===== src/rtl/core/ffga_pkg.sv =====
// ----------------------------------------------------------------------------
// ffga_pkg
// Shared types and constants for the first-fit gap allocator.
// ----------------------------------------------------------------------------
package ffga_pkg;

   localparam int SLOTS  = 128;
   localparam int ADDR_W = $clog2(SLOTS);
   localparam int IDX_W  = $clog2(SLOTS + 1);
   localparam int LEN_W  = 17;
   localparam int TKT_W  = 16;
   localparam int GAP_W  = 8;

   localparam int CSR_ADDR_W = 4;
   localparam int CSR_DATA_W = 32;

   localparam logic [1:0] REG_LOT_LENGTH = 2'd0;
   localparam logic [1:0] REG_GAP_BEFORE = 2'd1;
   localparam logic [1:0] REG_GAP_AFTER  = 2'd2;

   localparam logic [LEN_W-1:0] LOT_LENGTH_RESET = LEN_W'(1000);
   localparam logic [GAP_W-1:0] GAP_BEFORE_RESET = GAP_W'(1);
   localparam logic [GAP_W-1:0] GAP_AFTER_RESET  = GAP_W'(1);

   localparam logic CMD_ALLOCATE = 1'b0;
   localparam logic CMD_RELEASE  = 1'b1;

   typedef enum logic [2:0] {
      ST_IDLE,
      ST_ALLOC_SCAN,
      ST_REL_SCAN,
      ST_SHIFT_UP,
      ST_SHIFT_DOWN
   } state_type;

   typedef struct packed {
      logic [LEN_W-1:0] seg_start;
      logic [LEN_W-1:0] seg_end;
      logic [TKT_W-1:0] seg_ticket;
   } seg_entry_type;

   typedef struct packed {
      logic load;        // latch request, advance ticket counter, rewind scan
      logic scan_step;   // move scan to next entry
      logic shift_init;  // set shift pointer for the chosen direction
      logic shift_step;  // one move of the table shift
      logic shift_up;    // direction: 1 open a hole, 0 close a hole
      logic write_new;   // write new segment at scan index
      logic count_dec;
      logic rsp_ok;
      logic rsp_fail;
   } dp_cmd_type;

   typedef struct packed {
      logic is_release;
      logic arg_zero;
      logic full;
      logic scan_end;
      logic fit;
      logic match;
      logic up_done;
      logic down_done;
   } dp_status_type;

endpackage


===== src/rtl/core/ffga_ctrl.sv =====
// ----------------------------------------------------------------------------
// ffga_ctrl
// Sequencer for scan, table shift and response of the gap allocator.
// ----------------------------------------------------------------------------
module ffga_ctrl (
   input  logic                   clock,
   input  logic                   reset,
   input  logic                   start,
   output logic                   busy,
   input  ffga_pkg::dp_status_type status,
   output ffga_pkg::dp_cmd_type   cmd
);
   import ffga_pkg::*;

   state_type state_ff, state_in;

   always_ff @(posedge clock) begin
      if (reset) begin
         state_ff <= ST_IDLE;
      end else begin
         state_ff <= state_in;
      end
   end

   always_comb begin
      state_in = state_ff;
      cmd      = '0;
      busy     = (state_ff != ST_IDLE);
      case (state_ff)
         ST_IDLE: begin
            if (start) begin
               cmd.load = 1'b1;
               if (status.is_release) begin
                  if (!status.arg_zero) begin
                     state_in = ST_REL_SCAN;
                  end
               end else if (status.full) begin
                  cmd.rsp_fail = 1'b1;
               end else begin
                  state_in = ST_ALLOC_SCAN;
               end
            end
         end
         ST_ALLOC_SCAN: begin
            if (status.fit) begin
               cmd.shift_init = 1'b1;
               cmd.shift_up   = 1'b1;
               state_in       = ST_SHIFT_UP;
            end else if (status.scan_end) begin
               cmd.rsp_fail = 1'b1;
               state_in     = ST_IDLE;
            end else begin
               cmd.scan_step = 1'b1;
            end
         end
         ST_REL_SCAN: begin
            if (status.scan_end) begin
               state_in = ST_IDLE;
            end else if (status.match) begin
               cmd.shift_init = 1'b1;
               state_in       = ST_SHIFT_DOWN;
            end else begin
               cmd.scan_step = 1'b1;
            end
         end
         ST_SHIFT_UP: begin
            cmd.shift_up = 1'b1;
            if (status.up_done) begin
               cmd.write_new = 1'b1;
               cmd.rsp_ok    = 1'b1;
               state_in      = ST_IDLE;
            end else begin
               cmd.shift_step = 1'b1;
            end
         end
         ST_SHIFT_DOWN: begin
            if (status.down_done) begin
               cmd.count_dec = 1'b1;
               state_in      = ST_IDLE;
            end else begin
               cmd.shift_step = 1'b1;
            end
         end
         default: begin
            state_in = ST_IDLE;
         end
      endcase
   end

endmodule


===== config.mk =====
export PLATFORM = sky130hd
export DESIGN_NAME = ffga_ctrl
export DESIGN_NICKNAME = d
export VERILOG_FILES = /design/src/rtl/core/ffga_pkg.sv /design/src/rtl/core/ffga_ctrl.sv
export SDC_FILE = /design/constraint.sdc
export NUM_CORES = 1
export LEC_CHECK = 0
export BUFFER_PORTS_ARGS = -buffer_cell sky130_fd_sc_hd__buf_2
export CORE_AREA = 5 5 42 44
export DETAILED_ROUTE_END_ITERATION = 6
export DIE_AREA = 0 0 47 49
export MAX_ROUTING_LAYER = met4
export REMOVE_ABC_BUFFERS = 1
export SLEW_MARGIN = 20
export SYNTH_ARGS = -nofsm -noshare
export SYNTH_HDL_FRONTEND = slang
export SYNTH_SLANG_ARGS = --single-unit

===== constraint.sdc =====
create_clock -name clock -period 2.3 [get_ports clock]
set_input_delay 0.23 -clock clock [delete_from_list [all_inputs] [get_ports clock]]
set_output_delay 0.23 -clock clock [all_outputs]
set_load 0.1 [all_outputs]

==> results of run 1 <==
-- worst max-delay path by stage --
stage	from	end	depth (start not counted)
6_report	state_ff[0]	cmd[5]	3
5_1_grt	state_ff[0]	cmd[5]	3
4_1_cts	state_ff[0]	cmd[5]	3
3_5_place_dp	state_ff[0]	cmd[5]	3
3_3_place_gp	state_ff[0]	cmd[5]	3
2_1_floorplan	state_ff[0]	cmd[0]	4
-- worst max-delay path, cell delays in order (launching register included) --
cell and delay (ns):
dfxtp_1 0.43, or3b_2 0.54, o22ai_2 0.17, buf_2 0.45
-- per-layer routing --
metal	routed length (um)	up-vias	part of all wire, %	GRT usage (%)
li1	-	197	-	-
met1	333	184	38	8.952
met2	456	10	52	12.90
met3	70	2	8.0	3.321
met4	12	0	1.4	5.530
met5	0	-	0	-
-- area by class of cell --
type                       instances  area [um2]  share of cell area (%)
clock buffer                       4       26.28                   5.882
inverter                           3       11.26                   2.521
multi-input combinational         33       229.0                   51.26
sequential                         3       60.06                   13.45
tap                               16       20.02                   4.482
timing repair buffer              20       100.1                   22.41
-- cell usage in the layout, fill, tap and decap left out, types with 2 or more instances in the layout --
| master | instances |
|---|---|
| nor3b_1 | 2 |
| or3b_2 | 2 |
| nor2_1 | 5 |
| dfxtp_1 | 3 |
| nor3_1 | 2 |
| nand3b_1 | 2 |
| inv_1 | 3 |
| buf_2 | 20 |
| clkbuf_4 | 3 |
| and3_1 | 2 |
| nor2b_1 | 2 |
| nand3_1 | 2 |
-- cell families (layout without fill, tap and decap cells) --
group | after synthesis | count (layout) | synth area share, %
and+or+nand+nor | 23 | 23 | 42.64
AOI/OAI and AO/OA | 9 | 9 | 25.20
buffers and inverters | 6 | 27 | 10.46
DFF | 3 | 3 | 18.61
muxes | 1 | 1 | 3.101
-- power by group through the flow --
stage | registers (mW) | logic [mW] | clock network (mW)
2_1_floorplan | 0.0612 | 0.0853 | 0
3_3_place_gp | 0.0631 | 0.108 | 0
3_5_place_dp | 0.0631 | 0.108 | 0
4_1_cts | 0.0623 | 0.108 | 0.0964
5_1_grt | 0.0634 | 0.114 | 0.105
6_report | 0.0624 | 0.107 | 0.0919
==> results.py, run 1 <==
metrics = {
    "outcome": {
        "outcome": "completed",
    },
    "yosys": {
        "synth_area_per_cell_um2": 7.686,
        "synth_most_common_cell": "nor2_1",
        "syn_inst": 42,
        "yosysWarningCount": 0,
        "synth_cell_types": 27,
        "yosysSeqAreaShare_pct": 18.60,
        "synthTopCellsByArea": "dfxtp_1 19%, nor2_1 5.8%, or3b_2 5.4%",
        "syn_area_um2": 322.8,
        "synth_top_area_cell": "dfxtp_1",
        "synthArstFlopShare_pct": 0,
        "synth_edf_count": 0,
        "synth_seq_cells": 3,
        "synthFlopType": "dfxtp_1",
        "yosysTopAreaCellShare_pct": 18.60,
        "yosys-top-cells-count": "5 x nor2_1, 3 x dfxtp_1, 3 x inv_1",
    },
    "die": {
        "ios": 21,
        "die_w_um": 47,
        "std_cell_rows": 14,
        "dieHeight_um": 49,
        "start_util_pct": 23.04,
        "die_area_um2": 2303,
        "core-area_um2": 1401,
    },
    "sta": {
        "clock_skew_ns": 0.003476,
        "layout_min_cycle_time_ns": 2.052,
        "slew_viol_final": 0,
        "timing.final.ws_setup_ns": 0.2484,
        "slew_headroom_pct": 67.68,
        "rsz0062_at_grt": "no",
        "worst_pin_slew_ns": 0.4882,
        "setup_viol": 0,
        "final.period_utilization_pct": 89.20,
        "tns_ns": 0,
        "timing_hold_violations_final": 0,
        "fmax_mhz": 487.4,
        "whs_ns": 0.1963,
    },
    "placed_design": {
        "dp_hpwl_um": 739.3,
        "port_buffers": 20,
        "placedInstanceArea_um2": 420.4,
        "preCtsSetupSlack_ns": 0.4911,
        "dp.cells": 75,
        "place_congestion": 0.7048,
    },
    "route": {
        "ant_nets": 0,
        "wl_um": 873,
        "drt_iter0_drc": 5,
        "wl_per_cell_um": 11.05,
        "drc": 0,
        "num_vias": 393,
        "firstDrtPassIters": 3,
        "routed_via_density": 4.975,
    },
    "clock_tree": {
        "numCtsBuffers": 3,
        "htreeDepth": 1,
        "ctsResizeCount": 0,
        "cts-hold-fix-buffers": 0,
        "cts-root-buf": "clkbuf_4",
        "cts_buffer_depth": 2,
        "path_clk_slew_ns": 0.04,
        "cts_sinks": 3,
        "cts_tree": "built",
        "clk_latency_ns": 0.23,
        "post_cts_buffers": 0,
    },
    "power": {
        "switching_share_pct": 44.61,
        "seq_power_share_pct": 23.8,
        "internal_power_mw": 0.1450,
        "powerDensity_nw_per_um2": 586.1,
        "p_clk_share_pct": 35.1,
        "p_leak_nw": 0.2297,
        "power.switching_mw": 0.1168,
        "vdd.ir_drop.worst_mv": 0.2097,
        "p_total_mw": 0.2618,
        "pwr-share-comb_pct": 41.1,
    },
    "hold_path": {
        "min_path_type": "in -> reg",
        "min_to": "state_ff[2]",
        "min_path_cells": 2,
        "min_from": "reset",
    },
    "critical_path": {
        "worstPathRequired_ns": 2.07,
        "r2r_start": "state_ff[0]",
        "cp_max_fo": 15,
        "cp-start-kind": "flip-flop",
        "end_kind": "output pin",
        "ff2ff_path_depth": 4,
        "crit_type": "reg -> out",
        "ff2ff_setup_slack_ns": 0.67,
        "crit_arrival_ns": 1.82,
        "rr_endpoint": "state_ff[2]",
    },
    "global_route": {
        "antenna_found_initial": 0,
        "grt_overflow_total": 0,
        "grt_max_degree": 16,
        "grt_pass1_vias": 359,
        "grt_pass1_wl_um": 1421,
        "grt_use_total_pct": 8.573,
    },
    "cells_and_area": {
        "regMostFlops": "state_ff",
        "final_util_pct": 31.87,
        "largest_reg_flops": 3,
        "fin_cells": 79,
        "n_antenna_cell": 0,
        "reg_top3": "state_ff x3",
        "final_area_um2": 446.7,
        "nets": 75,
        "fill_cells": 164,
        "drive_above_1_share_pct": 44.44,
        "area_growth_pct": 38.37,
    },
    "run": {
        "max_cap_viol_count": 0,
    },
}
Note: power is estimated with default switching activity, not from simulation.
==> run 2, diff against run 1 <==
RECOVER_POWER = 100   (was default)
==> results.py, run 2 (synthesis gave the netlist of run 1 again) <==
metrics = {
    "global_route": {
        "grt_max_degree": 16,
        "grt_overflow_total": 0,
        "antenna_found_initial": 0,
        "grt_use_total_pct": 8.573,
        "grt_pass1_wl_um": 1421,
        "grt_pass1_vias": 359,
    },
    "critical_path": {
        "end_kind": "output pin",
        "crit_arrival_ns": 1.85,
        "startpoint": "state_ff[0]",
        "r2r_start": "state_ff[0]",
        "worstPathRequired_ns": 2.07,
        "cp_max_fo": 15,
        "crit_type": "reg -> out",
        "cp-start-kind": "flip-flop",
    },
    "die": {
        "dieHeight_um": 49,
        "core-area_um2": 1401,
        "ios": 21,
        "std_cell_rows": 14,
        "start_util_pct": 23.04,
        "die_w_um": 47,
        "die_area_um2": 2303,
    },
    "sta": {
        "final.period_utilization_pct": 90.43,
        "timing.final.ws_setup_ns": 0.2202,
        "layout_min_cycle_time_ns": 2.080,
        "timing_hold_violations_final": 0,
        "slew_headroom_pct": 63.83,
        "rsz0062_at_grt": "no",
        "fmax_mhz": 480.8,
        "tns_ns": 0,
        "setup_viol": 0,
        "whs_ns": 0.2138,
        "clock_skew_ns": 0.003452,
        "worst_pin_slew_ns": 0.5449,
        "slew_viol_final": 0,
    },
    "cells_and_area": {
        "final_common_cell": "buf_2",
        "area_growth_pct": 34.88,
        "nets": 75,
        "final_util_pct": 31.07,
        "final_cell_mix": "11 x buf_2, 9 x clkbuf_2, 5 x nor2_1",
        "final_area_um2": 435.4,
        "drive_above_1_share_pct": 39.68,
        "reg_top3": "state_ff x3",
        "n_antenna_cell": 0,
        "fin_cells": 79,
        "regMostFlops": "state_ff",
        "largest_reg_flops": 3,
    },
    "route": {
        "ant_nets": 0,
        "routed_via_density": 4.911,
        "firstDrtPassIters": 2,
        "wl_per_cell_um": 11.28,
        "drt_iter0_drc": 1,
        "wl_um": 891,
        "num_vias": 388,
        "drc": 0,
    },
    "clock_tree": {
        "htreeDepth": 1,
        "cts_buffer_depth": 2,
        "numCtsBuffers": 3,
        "cts-root-buf": "clkbuf_4",
        "path_clk_slew_ns": 0.04,
        "ctsResizeCount": 0,
        "post_cts_buffers": 0,
        "cts_sinks": 3,
        "cts_tree": "built",
        "cts-hold-fix-buffers": 0,
        "clk_latency_ns": 0.23,
    },
    "placed_design": {
        "dp_hpwl_um": 739.3,
        "place_congestion": 0.7048,
        "dp.cells": 75,
        "preCtsSetupSlack_ns": 0.4911,
        "placedInstanceArea_um2": 420.4,
        "port_buffers": 20,
    },
    "run": {
        "max_cap_viol_count": 0,
    },
    "hold_path": {
        "min_path_type": "in -> reg",
        "min_from": "reset",
    },
    "power": {
        "p_total_mw": 0.2588,
        "vdd.ir_drop.worst_mv": 0.2042,
        "powerDensity_nw_per_um2": 594.5,
        "p_leak_nw": 0.2300,
    },
    "outcome": {
        "outcome": "completed",
    },
}
==> run 2: cell count changes in the layout (fill, tap and decap cells not counted) <==
cell,change
a211oi_1,+1
a211oi_2,-1
buf_2,-9
clkbuf_2,+9
o21ba_1,+1
o21ba_2,-1
o22ai_1,+1
o22ai_2,-1
==> run 2: layer usage <==
layer / vias to the layer above / part of all wire [%] / track usage, %
li1: 198 / - / -
met1: 182 / 40 / 8.952
met2: 8 / 52 / 12.90
met3: 0 / 7.4 / 3.321
met4: 0 / 0 / 5.530
met5: - / 0 / -
==> run 2: worst paths after layout <==
kind,end,slack [ns],depth (start not counted)
setup / recovery,cmd[5],0.22,3
hold reg to reg,state_ff[2],0.59,2
setup reg to reg,state_ff[2],0.63,4
hold / removal,state_ff[2],0.21,2
==> run 2: worst max-delay path: stages (launching register included) <==
cell	delay, ns
dfxtp_1	0.43
or3b_2	0.53
o22ai_1	0.20
buf_2	0.46
==> run 2: final cells by class <==
type                    count  area, um2
clock buffers               4      26.28
fillers                   166      965.9
inverters                   3      11.26
multi-input cells          33      217.7
flip-flops and latches      3      60.06
well taps                  16      20.02
repair buffers             20      100.1
==> run 2: power breakdown <==
part           switching, mW  leakage [nW]  total [mW]  internal [mW]
logic                 0.0822         0.191       0.106         0.0242
registers            0.00746        0.0244      0.0625         0.0550
clock network         0.0251        0.0150      0.0900         0.0649
